`src/design/sbpsa_pkg.sv`:
```
`timescale 1ns / 1ps
// Shared types, constants and helpers for the sliding-bar source address block.
// No dependencies; every other design file refers to this package by scoped names.
package sbpsa_pkg;

  localparam int unsigned MaxDim = 4096;
  localparam int unsigned DimW   = $clog2(MaxDim);      // coordinate / register width
  localparam int unsigned RowW   = DimW + 1;            // row + offset, col + offset
  localparam int unsigned AreaW  = 2 * DimW;            // width * height
  localparam int unsigned FullW  = RowW + DimW + 1;     // unmasked linear address
  localparam int unsigned AddrW  = 25;                  // delivered address field
  localparam int unsigned CntW   = $clog2(DimW);        // divider step counter

  // APB register file
  localparam int unsigned NumRegs = 7;
  localparam int unsigned PaddrW  = $clog2(NumRegs * 4);
  localparam int unsigned PdataW  = 32;
  localparam int unsigned IdxW    = PaddrW - 2;

  localparam logic [IdxW-1:0] RegFrameWidth  = IdxW'(0);
  localparam logic [IdxW-1:0] RegFrameHeight = IdxW'(1);
  localparam logic [IdxW-1:0] RegBandDivider = IdxW'(2);
  localparam logic [IdxW-1:0] RegTopHStep    = IdxW'(3);
  localparam logic [IdxW-1:0] RegBottomHStep = IdxW'(4);
  localparam logic [IdxW-1:0] RegTopVStep    = IdxW'(5);
  localparam logic [IdxW-1:0] RegBottomVStep = IdxW'(6);

  localparam logic [DimW-1:0] FrameWidthRst  = DimW'(640);
  localparam logic [DimW-1:0] FrameHeightRst = DimW'(480);
  localparam logic [DimW-1:0] BandDividerRst = DimW'(4);
  localparam logic [DimW-1:0] TopHStepRst    = DimW'(1);
  localparam logic [DimW-1:0] BottomHStepRst = DimW'(3);
  localparam logic [DimW-1:0] TopVStepRst    = DimW'(0);
  localparam logic [DimW-1:0] BottomVStepRst = DimW'(0);

  // Stream opcodes
  localparam logic OpPixel    = 1'b0;
  localparam logic OpFrameEnd = 1'b1;

  typedef struct packed {
    logic [DimW-1:0] frame_width;
    logic [DimW-1:0] frame_height;
    logic [DimW-1:0] band_divider;
    logic [DimW-1:0] top_h_step;
    logic [DimW-1:0] bottom_h_step;
    logic [DimW-1:0] top_v_step;
    logic [DimW-1:0] bottom_v_step;
  } cfg_t;

  // Band geometry derived once per configuration
  typedef struct packed {
    logic [DimW-1:0] band_rows;
    logic [DimW-1:0] band_start;   // also the vertical offset limit
  } geom_t;

  // Payload between the select stage and the address stage
  typedef struct packed {
    logic            take;
    logic [RowW-1:0] row;
    logic [RowW-1:0] col;
  } mid_t;

  typedef struct packed {
    logic [DimW-1:0] off;
    logic [DimW-1:0] next;
  } ofs_t;

  // Offset in use this frame and the accumulator value after a frame end.
  function automatic ofs_t step_offset(logic [DimW-1:0] accum, logic [DimW-1:0] step,
                                       logic [DimW-1:0] limit);
    logic [RowW-1:0] sum;
    logic            wrap;
    ofs_t            res;
    sum      = {1'b0, accum} + {1'b0, step};
    wrap     = sum > {1'b0, limit};
    res.off  = wrap ? '0 : sum[DimW-1:0];
    res.next = wrap ? step : sum[DimW-1:0];
    return res;
  endfunction

endpackage

```
`src/design/sbpsa_cfg.sv`:
```
`timescale 1ns / 1ps
// APB register file for the sliding-bar source address block, plus the frame area product.
// Depends on sbpsa_pkg.
module sbpsa_cfg (
  input  logic                           clk_i,
  input  logic                           rst_ni,
  input  logic                           psel,
  input  logic                           penable,
  input  logic                           pwrite,
  input  logic [sbpsa_pkg::PaddrW-1:0]   paddr,
  input  logic [sbpsa_pkg::PdataW-1:0]   pwdata,
  output logic [sbpsa_pkg::PdataW-1:0]   prdata,
  output logic                           pready,
  output sbpsa_pkg::cfg_t                cfg_o,
  output logic [sbpsa_pkg::AreaW-1:0]    area_o,
  output logic                           wr_o
);

  sbpsa_pkg::cfg_t                    cfg_q;
  logic [sbpsa_pkg::AreaW-1:0]        area_q;
  logic [sbpsa_pkg::IdxW-1:0]         idx;
  logic [sbpsa_pkg::DimW-1:0]         wval;
  logic [sbpsa_pkg::DimW-1:0]         rval;
  logic                               wr;

  assign idx    = paddr[sbpsa_pkg::PaddrW-1:2];
  assign wval   = pwdata[sbpsa_pkg::DimW-1:0];
  assign pready = 1'b1;
  assign wr     = psel & penable & pwrite & pready;

  always_ff @(posedge clk_i or negedge rst_ni) begin
    if (!rst_ni) begin
      cfg_q.frame_width   <= sbpsa_pkg::FrameWidthRst;
      cfg_q.frame_height  <= sbpsa_pkg::FrameHeightRst;
      cfg_q.band_divider  <= sbpsa_pkg::BandDividerRst;
      cfg_q.top_h_step    <= sbpsa_pkg::TopHStepRst;
      cfg_q.bottom_h_step <= sbpsa_pkg::BottomHStepRst;
      cfg_q.top_v_step    <= sbpsa_pkg::TopVStepRst;
      cfg_q.bottom_v_step <= sbpsa_pkg::BottomVStepRst;
    end else if (wr) begin
      unique case (idx)
        sbpsa_pkg::RegFrameWidth:  cfg_q.frame_width   <= wval;
        sbpsa_pkg::RegFrameHeight: cfg_q.frame_height  <= wval;
        sbpsa_pkg::RegBandDivider: cfg_q.band_divider  <= wval;
        sbpsa_pkg::RegTopHStep:    cfg_q.top_h_step    <= wval;
        sbpsa_pkg::RegBottomHStep: cfg_q.bottom_h_step <= wval;
        sbpsa_pkg::RegTopVStep:    cfg_q.top_v_step    <= wval;
        sbpsa_pkg::RegBottomVStep: cfg_q.bottom_v_step <= wval;
        default: ;
      endcase
    end
  end

  always_comb begin
    unique case (idx)
      sbpsa_pkg::RegFrameWidth:  rval = cfg_q.frame_width;
      sbpsa_pkg::RegFrameHeight: rval = cfg_q.frame_height;
      sbpsa_pkg::RegBandDivider: rval = cfg_q.band_divider;
      sbpsa_pkg::RegTopHStep:    rval = cfg_q.top_h_step;
      sbpsa_pkg::RegBottomHStep: rval = cfg_q.bottom_h_step;
      sbpsa_pkg::RegTopVStep:    rval = cfg_q.top_v_step;
      sbpsa_pkg::RegBottomVStep: rval = cfg_q.bottom_v_step;
      default:                   rval = '0;
    endcase
  end

  assign prdata = sbpsa_pkg::PdataW'(rval);

  // Area is registered from the width and height registers; the divider pass covers that delay.
  always_ff @(posedge clk_i) begin
    area_q <= sbpsa_pkg::AreaW'(cfg_q.frame_width) * sbpsa_pkg::AreaW'(cfg_q.frame_height);
  end

  assign cfg_o  = cfg_q;
  assign area_o = area_q;
  assign wr_o   = wr;

endmodule

```
`src/design/sbpsa_div.sv`:
```
`timescale 1ns / 1ps
// Bit-serial restoring divider: band rows = frame height / band divider, one bit a cycle.
// Depends on sbpsa_pkg.
module sbpsa_div (
  input  logic                        clk_i,
  input  logic                        rst_ni,
  input  logic                        restart_i,
  input  logic [sbpsa_pkg::DimW-1:0]  frame_height_i,
  input  logic [sbpsa_pkg::DimW-1:0]  band_divider_i,
  output sbpsa_pkg::geom_t            geom_o,
  output logic                        busy_o
);

  logic                          pending_q;
  logic                          busy_q;
  logic [sbpsa_pkg::CntW-1:0]    cnt_q;
  logic [sbpsa_pkg::RowW-1:0]    rem_q;
  logic [sbpsa_pkg::DimW-1:0]    quo_q;
  sbpsa_pkg::geom_t              geom_q;

  logic [sbpsa_pkg::RowW-1:0]    dvs;
  logic [sbpsa_pkg::RowW-1:0]    rem_sh;
  logic                          ge;
  logic [sbpsa_pkg::RowW-1:0]    rem_n;
  logic [sbpsa_pkg::DimW-1:0]    quo_n;

  // A zero divider divides by one
  assign dvs    = (band_divider_i == '0) ? sbpsa_pkg::RowW'(1) : {1'b0, band_divider_i};
  assign rem_sh = {rem_q[sbpsa_pkg::DimW-1:0], quo_q[sbpsa_pkg::DimW-1]};
  assign ge     = rem_sh >= dvs;
  assign rem_n  = ge ? rem_sh - dvs : rem_sh;
  assign quo_n  = {quo_q[sbpsa_pkg::DimW-2:0], ge};

  always_ff @(posedge clk_i or negedge rst_ni) begin
    if (!rst_ni) begin
      pending_q <= 1'b1;
      busy_q    <= 1'b0;
      cnt_q     <= '0;
    end else if (restart_i) begin
      pending_q <= 1'b1;
      busy_q    <= 1'b0;
    end else if (pending_q) begin
      pending_q <= 1'b0;
      busy_q    <= 1'b1;
      cnt_q     <= '0;
    end else if (busy_q) begin
      cnt_q <= cnt_q + 1'b1;
      if (cnt_q == sbpsa_pkg::CntW'(sbpsa_pkg::DimW - 1)) begin
        busy_q <= 1'b0;
      end
    end
  end

  always_ff @(posedge clk_i) begin
    if (pending_q) begin
      rem_q <= '0;
      quo_q <= frame_height_i;
    end else if (busy_q) begin
      rem_q <= rem_n;
      quo_q <= quo_n;
      if (cnt_q == sbpsa_pkg::CntW'(sbpsa_pkg::DimW - 1)) begin
        geom_q.band_rows  <= quo_n;
        geom_q.band_start <= frame_height_i - quo_n;
      end
    end
  end

  assign geom_o = geom_q;
  assign busy_o = pending_q | busy_q;

endmodule

```
`src/design/sbpsa_sel.sv`:
```
`timescale 1ns / 1ps
// Band select stage: offset accumulators, band decode, row and column sums into a register.
// Depends on sbpsa_pkg.
module sbpsa_sel (
  input  logic                        clk_i,
  input  logic                        rst_ni,
  input  logic                        adv_i,
  input  logic                        op_i,
  input  logic [sbpsa_pkg::DimW-1:0]  px_i,
  input  logic [sbpsa_pkg::DimW-1:0]  py_i,
  input  sbpsa_pkg::cfg_t             cfg_i,
  input  sbpsa_pkg::geom_t            geom_i,
  output sbpsa_pkg::mid_t             mid_o
);

  logic [sbpsa_pkg::DimW-1:0]  top_h_acc_q, bot_h_acc_q, top_v_acc_q, bot_v_acc_q;
  sbpsa_pkg::ofs_t             top_h, bot_h, top_v, bot_v;
  logic                        in_frame, in_top, in_bottom;
  logic [sbpsa_pkg::DimW-1:0]  hoff, voff;
  logic [sbpsa_pkg::RowW-1:0]  r;
  sbpsa_pkg::mid_t             mid_d, mid_q;

  assign top_h = sbpsa_pkg::step_offset(top_h_acc_q, cfg_i.top_h_step, cfg_i.frame_width);
  assign bot_h = sbpsa_pkg::step_offset(bot_h_acc_q, cfg_i.bottom_h_step, cfg_i.frame_width);
  assign top_v = sbpsa_pkg::step_offset(top_v_acc_q, cfg_i.top_v_step, geom_i.band_start);
  assign bot_v = sbpsa_pkg::step_offset(bot_v_acc_q, cfg_i.bottom_v_step, geom_i.band_start);

  always_ff @(posedge clk_i or negedge rst_ni) begin
    if (!rst_ni) begin
      top_h_acc_q <= '0;
      bot_h_acc_q <= '0;
      top_v_acc_q <= '0;
      bot_v_acc_q <= '0;
    end else if (adv_i && (op_i == sbpsa_pkg::OpFrameEnd)) begin
      top_h_acc_q <= top_h.next;
      bot_h_acc_q <= bot_h.next;
      top_v_acc_q <= top_v.next;
      bot_v_acc_q <= bot_v.next;
    end
  end

  assign in_frame  = (px_i < cfg_i.frame_width) && (py_i < cfg_i.frame_height);
  assign in_bottom = py_i >= geom_i.band_start;
  assign in_top    = py_i < geom_i.band_rows;

  // Bottom band wins the overlap
  always_comb begin
    if (in_bottom) begin
      r    = sbpsa_pkg::RowW'(py_i - geom_i.band_start) + 1'b1;
      hoff = bot_h.off;
      voff = bot_v.off;
    end else begin
      r    = {1'b0, py_i};
      hoff = top_h.off;
      voff = top_v.off;
    end
    mid_d.take = (op_i == sbpsa_pkg::OpPixel) && in_frame && (in_bottom || in_top);
    mid_d.row  = r + {1'b0, voff};
    mid_d.col  = {1'b0, px_i} + {1'b0, hoff};
  end

  always_ff @(posedge clk_i) begin
    if (adv_i) begin
      mid_q <= mid_d;
    end
  end

  assign mid_o = mid_q;

endmodule

```
`src/design/sbpsa_addr.sv`:
```
`timescale 1ns / 1ps
// Address stage: row * width + column, bounds compare, into the output register.
// Depends on sbpsa_pkg.
module sbpsa_addr (
  input  logic                         clk_i,
  input  logic                         adv_i,
  input  sbpsa_pkg::mid_t              mid_i,
  input  logic [sbpsa_pkg::DimW-1:0]   frame_width_i,
  input  logic [sbpsa_pkg::AreaW-1:0]  area_i,
  output logic                         take_o,
  output logic [sbpsa_pkg::AddrW-1:0]  addr_o,
  output logic                         oof_o
);

  logic [sbpsa_pkg::FullW-1:0]  full;
  logic                         take_q, oof_q;
  logic [sbpsa_pkg::AddrW-1:0]  addr_q;

  assign full = sbpsa_pkg::FullW'(mid_i.row) * sbpsa_pkg::FullW'(frame_width_i)
              + sbpsa_pkg::FullW'(mid_i.col);

  // Frame-end and rejected pixels deliver all zeros
  always_ff @(posedge clk_i) begin
    if (adv_i) begin
      take_q <= mid_i.take;
      addr_q <= mid_i.take ? full[sbpsa_pkg::AddrW-1:0] : '0;
      oof_q  <= mid_i.take && (full >= sbpsa_pkg::FullW'(area_i));
    end
  end

  assign take_o = take_q;
  assign addr_o = addr_q;
  assign oof_o  = oof_q;

endmodule

```
`src/design/sliding_bar_pixel_source_address.sv`:
```
`timescale 1ns / 1ps
// Top level of the sliding-bar transition source address generator.
// Depends on sbpsa_pkg, sbpsa_cfg, sbpsa_div, sbpsa_sel and sbpsa_addr.
//
// Channel   Dir  Handshake                Payload
// s_axis    in   tvalid / tready          tuser: op; tdata: pixel_x, pixel_y
// m_axis    out  tvalid / tready          tuser: take_second, out_of_frame;
//                                         tdata: source_address
// apb       in   psel/penable/pwrite/pready  7 registers of 12 bits at 4*i
//
// Each transaction passes three registers (input, band select, address) before its result
// appears on m_axis; one transaction per cycle sustained while m_axis_tready stays high.
// After reset and after every register write the band-height divider runs a pass
// (load plus 12 quotient bits); s_axis_tready stays low during that pass.
// Each stage advances when the stage after it is empty or moving, so bubbles close
// up and new transactions enter while a finished result waits on m_axis_tready.
module sliding_bar_pixel_source_address (
  input  logic                          clk_i,
  input  logic                          rst_ni,
  // input stream
  input  logic                          s_axis_tvalid,
  output logic                          s_axis_tready,
  input  logic [23:0]                   s_axis_tdata,   // [11:0] pixel_x, [23:12] pixel_y
  input  logic                          s_axis_tuser,   // [0] op
  // output stream
  output logic                          m_axis_tvalid,
  input  logic                          m_axis_tready,
  output logic [31:0]                   m_axis_tdata,   // [24:0] source_address, rest zero
  output logic [1:0]                    m_axis_tuser,   // [0] take_second, [1] out_of_frame
  // configuration
  input  logic                          psel,
  input  logic                          penable,
  input  logic                          pwrite,
  input  logic [sbpsa_pkg::PaddrW-1:0]  paddr,
  input  logic [sbpsa_pkg::PdataW-1:0]  pwdata,
  output logic [sbpsa_pkg::PdataW-1:0]  prdata,
  output logic                          pready
);

  sbpsa_pkg::cfg_t                cfg;
  sbpsa_pkg::geom_t               geom;
  sbpsa_pkg::mid_t                mid;
  logic [sbpsa_pkg::AreaW-1:0]    area;
  logic                           cfg_wr;
  logic                           div_busy;

  logic                           v0_q, v1_q, v2_q;
  logic                           op0_q;
  logic [sbpsa_pkg::DimW-1:0]     px0_q, py0_q;
  logic                           rdy0, rdy1, rdy2;
  logic                           adv0, adv1, acc;

  logic                           take;
  logic [sbpsa_pkg::AddrW-1:0]    addr;
  logic                           oof;

  sbpsa_cfg u_cfg (
    .clk_i   (clk_i),
    .rst_ni  (rst_ni),
    .psel    (psel),
    .penable (penable),
    .pwrite  (pwrite),
    .paddr   (paddr),
    .pwdata  (pwdata),
    .prdata  (prdata),
    .pready  (pready),
    .cfg_o   (cfg),
    .area_o  (area),
    .wr_o    (cfg_wr)
  );

  // Recompute band geometry after every write
  sbpsa_div u_div (
    .clk_i          (clk_i),
    .rst_ni         (rst_ni),
    .restart_i      (cfg_wr),
    .frame_height_i (cfg.frame_height),
    .band_divider_i (cfg.band_divider),
    .geom_o         (geom),
    .busy_o         (div_busy)
  );

  // Stage handshake: each stage moves when the next one is free or moving
  assign rdy2 = !v2_q || m_axis_tready;
  assign adv1 = v1_q && rdy2;
  assign rdy1 = !v1_q || rdy2;
  assign adv0 = v0_q && rdy1;
  assign rdy0 = !v0_q || rdy1;

  assign s_axis_tready = rdy0 && !div_busy;
  assign acc           = s_axis_tvalid && s_axis_tready;

  always_ff @(posedge clk_i or negedge rst_ni) begin
    if (!rst_ni) begin
      v0_q <= 1'b0;
      v1_q <= 1'b0;
      v2_q <= 1'b0;
    end else begin
      v0_q <= acc || (v0_q && !adv0);
      v1_q <= adv0 || (v1_q && !adv1);
      v2_q <= adv1 || (v2_q && !m_axis_tready);
    end
  end

  // Input register: hold the transaction until the select stage takes it
  always_ff @(posedge clk_i) begin
    if (acc) begin
      op0_q <= s_axis_tuser;
      px0_q <= s_axis_tdata[sbpsa_pkg::DimW-1:0];
      py0_q <= s_axis_tdata[2*sbpsa_pkg::DimW-1:sbpsa_pkg::DimW];
    end
  end

  // Accumulators advance as the frame-end transaction leaves the input register
  sbpsa_sel u_sel (
    .clk_i  (clk_i),
    .rst_ni (rst_ni),
    .adv_i  (adv0),
    .op_i   (op0_q),
    .px_i   (px0_q),
    .py_i   (py0_q),
    .cfg_i  (cfg),
    .geom_i (geom),
    .mid_o  (mid)
  );

  sbpsa_addr u_addr (
    .clk_i         (clk_i),
    .adv_i         (adv1),
    .mid_i         (mid),
    .frame_width_i (cfg.frame_width),
    .area_i        (area),
    .take_o        (take),
    .addr_o        (addr),
    .oof_o         (oof)
  );

  assign m_axis_tvalid = v2_q;
  assign m_axis_tdata  = 32'(addr);
  assign m_axis_tuser  = {oof, take};

  // Out of frame is only ever flagged on a pixel taken from frame B
  a_oof_implies_take: assert property (@(posedge clk_i) disable iff (!rst_ni)
    m_axis_tvalid |-> !(m_axis_tuser[1] && !m_axis_tuser[0]))
    else $error("out_of_frame set without take_second");

  // Band geometry is consistent whenever transactions may enter
  a_geom_ok: assert property (@(posedge clk_i) disable iff (!rst_ni)
    !div_busy |-> (geom.band_rows <= cfg.frame_height) &&
                  (geom.band_start == cfg.frame_height - geom.band_rows))
    else $error("band geometry inconsistent with frame height");

  // A stalled result register never loses its transaction
  a_no_drop: assert property (@(posedge clk_i) disable iff (!rst_ni)
    (v2_q && !m_axis_tready) |=> v2_q)
    else $error("pending result dropped");

  // A transaction that leaves the input register always fills the select stage
  a_adv_src: assert property (@(posedge clk_i) disable iff (!rst_ni)
    adv0 |=> v1_q)
    else $error("select stage lost a transaction");

endmodule

```
`config.mk`:
```
export PLATFORM = sky130hd
export DESIGN_NAME = sliding_bar_pixel_source_address
export DESIGN_NICKNAME = d
export VERILOG_FILES = /design/src/design/sbpsa_pkg.sv /design/src/design/sbpsa_cfg.sv /design/src/design/sbpsa_div.sv /design/src/design/sbpsa_sel.sv /design/src/design/sbpsa_addr.sv /design/src/design/sliding_bar_pixel_source_address.sv
export SDC_FILE = /design/constraint.sdc
export NUM_CORES = 2
export LEC_CHECK = 0
export BUFFER_PORTS_ARGS = -buffer_cell sky130_fd_sc_hd__buf_2
export CORE_UTILIZATION = 62
export DETAILED_ROUTE_END_ITERATION = 12
export HOLD_SLACK_MARGIN = 0.1
export PLACE_DENSITY = 0.8
export SKIP_CTS_REPAIR_TIMING = 1
export SYNTH_ARGS = -nofsm -noshare
export SYNTH_HDL_FRONTEND = slang
export SYNTH_HIERARCHICAL = 1
export SYNTH_SLANG_ARGS = --single-unit
```
`constraint.sdc`:
```
create_clock -name clk_i -period 12.1 [get_ports clk_i]
set_clock_uncertainty 0.05 [all_clocks]
set_input_delay 1.21 -clock clk_i [delete_from_list [all_inputs] [get_ports clk_i]]
set_output_delay 1.21 -clock clk_i [all_outputs]
set_load 0.03 [all_outputs]
```
* Word-level counts from Yosys, hierarchy flattened
Cells that the tools add are included.
Storage, ports and cells: output and inout bits 69, flip-flop bits (word level) 292, input bits 69, word-level logic and storage cells 129
Cells by class: add/sub/neg operators 12, $mul 2, multiplexer cells 23, bitwise gates (word level) 6, reduce and logical (&&, ||, !) cells 38, magnitude comparators 10, equal/unequal tests 7
Operators by type and width (count):
- $mux W12 | 14
- $pmux W12 S7 | 1
- $add A12 B12 Y13 | 5
- $gt A13 B12 Y1 | 4
- $lt A12 B12 Y1 | 3
- $add A25 B13 Y26 | 1
- $ge A26 B24 Y1 | 1
- $mul A13 B12 Y25 | 1
- $mul A12 B12 Y24 | 1
- $sub A12 B12 Y12 | 2
- $reduce_and A2 Y1 | 8
- $add A13 B1 Y13 const B | 1
- $add A13 B12 Y13 | 1
- $ge A13 B12 Y1 | 1
- $mux W13 | 1
- $sub A12 B12 Y13 | 1
- $ge A12 B12 Y1 | 1
- $logic_and A1 B1 Y1 | 12
- $logic_not A12 Y1 | 1
- $eq A3 B3 Y1 const B | 3
- $mux W4 | 2
- $logic_not A1 Y1 | 7
- $logic_or A1 B1 Y1 | 7
- $eq A3 B2 Y1 const B | 2
- other kinds (10) | 17

* Depth between registers and ports, before layout
depth after elaboration 7, depth in mapped cells 28, mapped depth without buffers 27

* Hierarchy
The synthesis kept the hierarchy.
By module, submodules not included:
- sbpsa_sel | sequential area each 2011.9 um^2, times used 1, area each 9535.4 um^2, cells an instance 1150
- sbpsa_cfg | sequential area each 2595.0 um^2, times used 1, area each 9377.7 um^2, cells an instance 920
- sbpsa_addr | sequential area each 810.8 um^2, times used 1, area each 7465.9 um^2, cells an instance 838
- sbpsa_div | sequential area each 1472.7 um^2, times used 1, area each 3185.6 um^2, cells an instance 328
- sliding_bar_pixel_source_address | sequential area each 825.8 um^2, times used 1, area each 968.4 um^2, cells an instance 49

* Worst setup path before layout
Ideal clock, no wire load.
path type reg2reg, start reg u_cfg.cfg_q (netlist bit u_cfg/cfg_o[74]), end reg u_addr.oof_q, in the netlist u_addr/oof_o, data pin, required time 11791 ps, stages on the path, launching flop included 27, setup slack 5403 ps, period minus slack after synthesis 6697 ps, setup time 259 ps, path buffers 1, arrival time 6388 ps, cells stage by stage dfrtp_1 clkbuf_1 and2_1 fa_1 inv_1 fa_1 inv_1 fa_1 inv_1 fa_1 fa_1 inv_1 ha_1 nand2_1 or3b_4 a21oi_1 a21o_1 a21oi_1 xnor2_1 ha_1 a211oi_1 nor2_1 o41ai_1 a21oi_1 o311ai_0 nand3_1 o31a_1
Between the ends: word-level cells in the longest chain between the ends 4
RTL lines:
- from (decl) | RTL line sbpsa_cfg.sv:19 | sbpsa_pkg::cfg_t cfg_q;
- $mul A13 B12 Y25 | RTL line sbpsa_addr.sv:19 | assign full = sbpsa_pkg::FullW'(mid_i.row) * sbpsa_pkg::FullW'(frame_width_i)
- $add A25 B13 Y26 | RTL line sbpsa_addr.sv:20 | + sbpsa_pkg::FullW'(mid_i.col);
- net u_addr.full, one bit | RTL line sbpsa_addr.sv:15 | logic [sbpsa_pkg::FullW-1:0] full;
- $ge A26 B24 Y1 | RTL line sbpsa_addr.sv:27 | oof_q <= mid_i.take && (full >= sbpsa_pkg::FullW'(area_i));
- $logic_and A1 B1 Y1 | RTL line sbpsa_addr.sv:27
- to (signal assigned) | RTL line sbpsa_addr.sv:27
- to (decl) | RTL line sbpsa_addr.sv:16 | logic take_q, oof_q;
The timed path passes the listed nets, and every way through them passes these cells. A chain may end at the register's enable or synchronous reset.

* Worst setup path after layout
start reg u_sel.mid_q (netlist bit u_sel/mid_o[19]), end reg u_addr.oof_q, in the netlist u_addr/oof_o, data pin
Between the ends: word-level cells in the longest chain between the ends 4
RTL lines:
- from (decl) | RTL line sbpsa_sel.sv:21 | sbpsa_pkg::mid_t mid_d, mid_q;
- from (signal assigned) | RTL line sbpsa_sel.sv:64 | mid_q <= mid_d;
- $mul A13 B12 Y25 | RTL line sbpsa_addr.sv:19
- $add A25 B13 Y26 | RTL line sbpsa_addr.sv:20
- net u_addr.full, one bit | RTL line sbpsa_addr.sv:15
- $ge A26 B24 Y1 | RTL line sbpsa_addr.sv:27
- $logic_and A1 B1 Y1 | RTL line sbpsa_addr.sv:27
The timed path passes the listed nets, and every way through them passes these cells.

==> metrics.md <==
| Metric | Value |
|---|---|
| Clock transition at the registers of the reported paths | 0.06 ns |
| R2r worst-path depth | 25 |
| Die area | 50100 sq um |
| Setup crit start kind | register |
| Layout area overhead | 6.84% |
| Via density | 6.05 |
| Largest net degree at the start of global routing | 87 |
| CTS Buf Count | 35 |
| Asr flop ratio synth | 48.3% |
| Number of antenna violations at the first check in global routing | 0 |
| Arr. time, crit path | approximately 8.0 ns |
| Die Height | approximately 220 microns |
| Ports | 138 |
| # clock sinks | approximately 300 |
| Max_slew headroom | 18.5% |
| Outcome | finished clean |
| Synthesized cell area | 30500 sq um |
| Share of cells above drive strength 1 | 9.41% |
| Initial core utilization | between 60% and 70% |
| Setup slack after layout | between 4 and 5 ns |
| DRT Pass-1 Iters | 5 |
| RSZ-0062 raised after global routing | false |
| Vias in the first global route | around 24000 |
| Post-route setup TNS | 0 ns |
| GRT Util Overall | between 30 and 40% |
| WL/cell | 19.9 microns |
| Final Hold Vio Count | 0 |
| Clock Latency Late Sink | 0.56 ns |
| Mapped Cells | between 3000 and 4000 |
| Die width | 224 microns |
| DRT iter0 DRCs | 1863 |
| Vias | 24100 |
| Worst Path Required | 12.35 ns |
| Setup violators final | 0 |
| Synth area leaders | fa_1 (16%), ha_1 (15%), edfxtp_1 (11%) |
| Max-Cap Viols | 0 |
| FILL cells | approximately 3700 |
| Post-synth EDFFs | 115 |
| Cell row count | 80 |
| Yosys top cell by area | fa_1 |
| Fin nets | between 3000 and 4000 |
| Type of the tightest min-delay check | reg -> reg |
| Drt drc | 0 |
| ANT nets after route | 0 |
| Sequential area share after synthesis | between 20% and 30% |
| Clock Root Buffer | clkbuf_16 |
| Pre-CTS setup slack | 4.48 ns |
| # port buffers | 87 |
| Pin slew with the least headroom to its limit | 1.22 ns |
| Crit share post-route | 63.8% |
| Main synth FF type | dfrtp_1 |
| Yosys warns | 6 |
| Final Wtd Congestion | 0.984 |
| Synth top area share | between 10% and 20% |
| Critical Path Sink Type | register |
| Min Tclk post-route | 7.72 ns |
| CTS H-tree lvls | 2 |
| DP HPWL | 60400 microns |
| Core Footprint | between 40000 and 50000 sq um |
| Avg Cell Area, Syn | 9.29 sq um |
| Worst setup path class | reg -> reg |
| WL final | 79600 microns |
| Yosys cell types | 103 |
| Pins Over Slew Limit | 0 |
| First-pass GRT wire length | 127000 microns |
| Yosys reg bits | 292 |
| Overflow after GRT | 0 |
| CTS tree | yes |
| Largest fanout on the critical path | 12 |
| Hold Crit Depth | 0 |
| Diode count | 0 |
| Worst-case clock buffer depth | 3 |
| Peak Freq | 130 MHz |
==> cell families (layout without fill, tap and decap cells) <==
group	after synthesis	count (layout)	synth area share, %
multiplexers	136	136	5.00
flip-flops	292	292	25.3
adder cells (fa/ha/maj)	598	598	30.3
AO/OA/AOI/OAI	589	589	12.8
AND/OR/NAND/NOR	925	925	15.0
XOR/XNOR	106	106	3.04
buffers and inverters	636	662	8.43
other	3	28	0.0369
==> flip-flops by register name, summed over array words and instances, names as in the netlist <==
name	flops
u_addr/addr_o	25
u_div/rem_q	12
u_sel/mid_o	27
u_div/quo_q	12
u_div/geom_o	24
v1_q	1
u_cfg/cfg_o	84
op0_q	1
m_axis_tvalid	1
px0_q	12
u_sel/top_h_acc_q	12
u_cfg/area_o	24
v0_q	1
u_addr/oof_o	1
u_div/cnt_q	4
u_sel/bot_v_acc_q	12
u_div/pending_q	1
u_div/busy_q	1
u_sel/bot_h_acc_q	12
py0_q	12
u_sel/top_v_acc_q	12
u_addr/take_o	1
==> per-stage QoR <==
stage               utilization [%]  hold WS, ns  std cells  instance area [sq um]
global placement               65.1        0.383       3928                  31400
floorplan                         -        0.376       3310                  30600
finish                         67.8        0.400       3992                  32600
global route                   67.8        0.410       3992                  32600
detailed placement             65.1        0.382       3928                  31400
CTS                            67.8        0.397       3992                  32600
==> path summary, 6_finish.rpt <==
kind                            startpoint                   end  slack [ns]
min in group asynchronous           rst_ni  u_sel/top_h_acc_q[8]        0.67
max in group asynchronous           rst_ni       u_cfg/cfg_o[64]        9.98
setup reg to reg           u_sel/mid_o[19]          u_addr/oof_o        4.38
hold / removal              u_div/quo_q[8]      u_div/geom_o[21]        0.40
hold reg to reg             u_div/quo_q[8]      u_div/geom_o[21]        0.40
setup / recovery           u_sel/mid_o[19]          u_addr/oof_o        4.38
==> layer usage <==
| layer | global-route usage (%) | vias to the layer above | wire [microns] |
|---|---|---|---|
| met5 | 0 | - | 0 |
| met4 | 13.6 | 0 | 3190 |
| met3 | 6.19 | 187 | 6370 |
| met2 | 53.5 | 1073 | 37800 |
| met1 | 41.0 | 11800 | 32200 |
| li1 | - | 11100 | - |
==> layout by cell type (no fill, tap or decap), types with 11 or more instances in the layout <==
| cell type | n |
|---|---|
| clkbuf_16 | 39 |
| dfxtp_1 | 36 |
| o21ai_0 | 99 |
| edfxtp_1 | 115 |
| nand2_1 | 305 |
| dfrtp_1 | 130 |
| nor2b_1 | 42 |
| nor3_1 | 42 |
| o21a_1 | 28 |
| buf_2 | 86 |
| dfstp_2 | 11 |
| mux2_2 | 92 |
| inv_1 | 484 |
| xnor2_1 | 74 |
| nand3_1 | 78 |
| o31ai_1 | 12 |
| a21o_1 | 45 |
| o21ai_1 | 36 |
| nor2_1 | 148 |
| ha_1 | 361 |
| o21bai_1 | 15 |
| conb_1 | 28 |
| nor4_1 | 14 |
| and2_1 | 167 |
| o211ai_1 | 17 |
| a211oi_1 | 21 |
| mux2i_1 | 40 |
| a31oi_1 | 50 |
| buf_4 | 26 |
| nand2b_1 | 43 |
| a21oi_1 | 136 |
| nand4_1 | 20 |
| fa_1 | 237 |
| xor2_1 | 32 |
==> Yosys cell counts, drive strengths merged (36+ instances only) <==
library cell / number
mux2: 92
dfxtp: 36
nor2b: 42
nor3: 42
o21ai: 136
a31oi: 52
xnor2: 74
ha: 361
a21oi: 138
dfrtp: 130
buf: 56
nand3: 78
nor2: 150
a21o: 47
nand2b: 44
mux2i: 40
fa: 237
inv: 484
edfxtp: 115
nand2: 305
and2: 169
clkbuf: 95
==> worst max-delay path: stages, from the launching register on <==
cell      delay [ns]
edfxtp_1        0.62
and2_1          0.29
fa_1            0.54
inv_1           0.05
fa_1            0.50
inv_1           0.05
fa_1            0.49
inv_1           0.05
fa_1            0.46
fa_1            0.54
inv_1           0.05
ha_1            0.42
nand2_1         0.13
or3b_4          0.40
a21oi_1         0.20
a21o_1          0.14
a21oi_1         0.07
xnor2_1         0.47
ha_1            0.35
a211oi_1        0.25
nor2_1          0.07
o41ai_1         0.30
a21oi_1         0.13
o311ai_0        0.41
nand3_1         0.12
o31a_1          0.28
==> layout make-up <==
type                            count  area [sq um]  share of cell area (%)
Clock inverter                     12           193                   0.591
Inverter                          485          1820                    5.58
Multi-Input combinational cell   2382         20400                    62.4
Tap cell                          656           821                    2.52
Sequential cell                   292          7720                    23.7
Timing Repair Buffer              113           637                    1.95
Clock buffer                       52          1070                    3.29
Power is not shown: default switching activity piles up to over one toggle a cycle in this logic, so the estimate is an artifact.
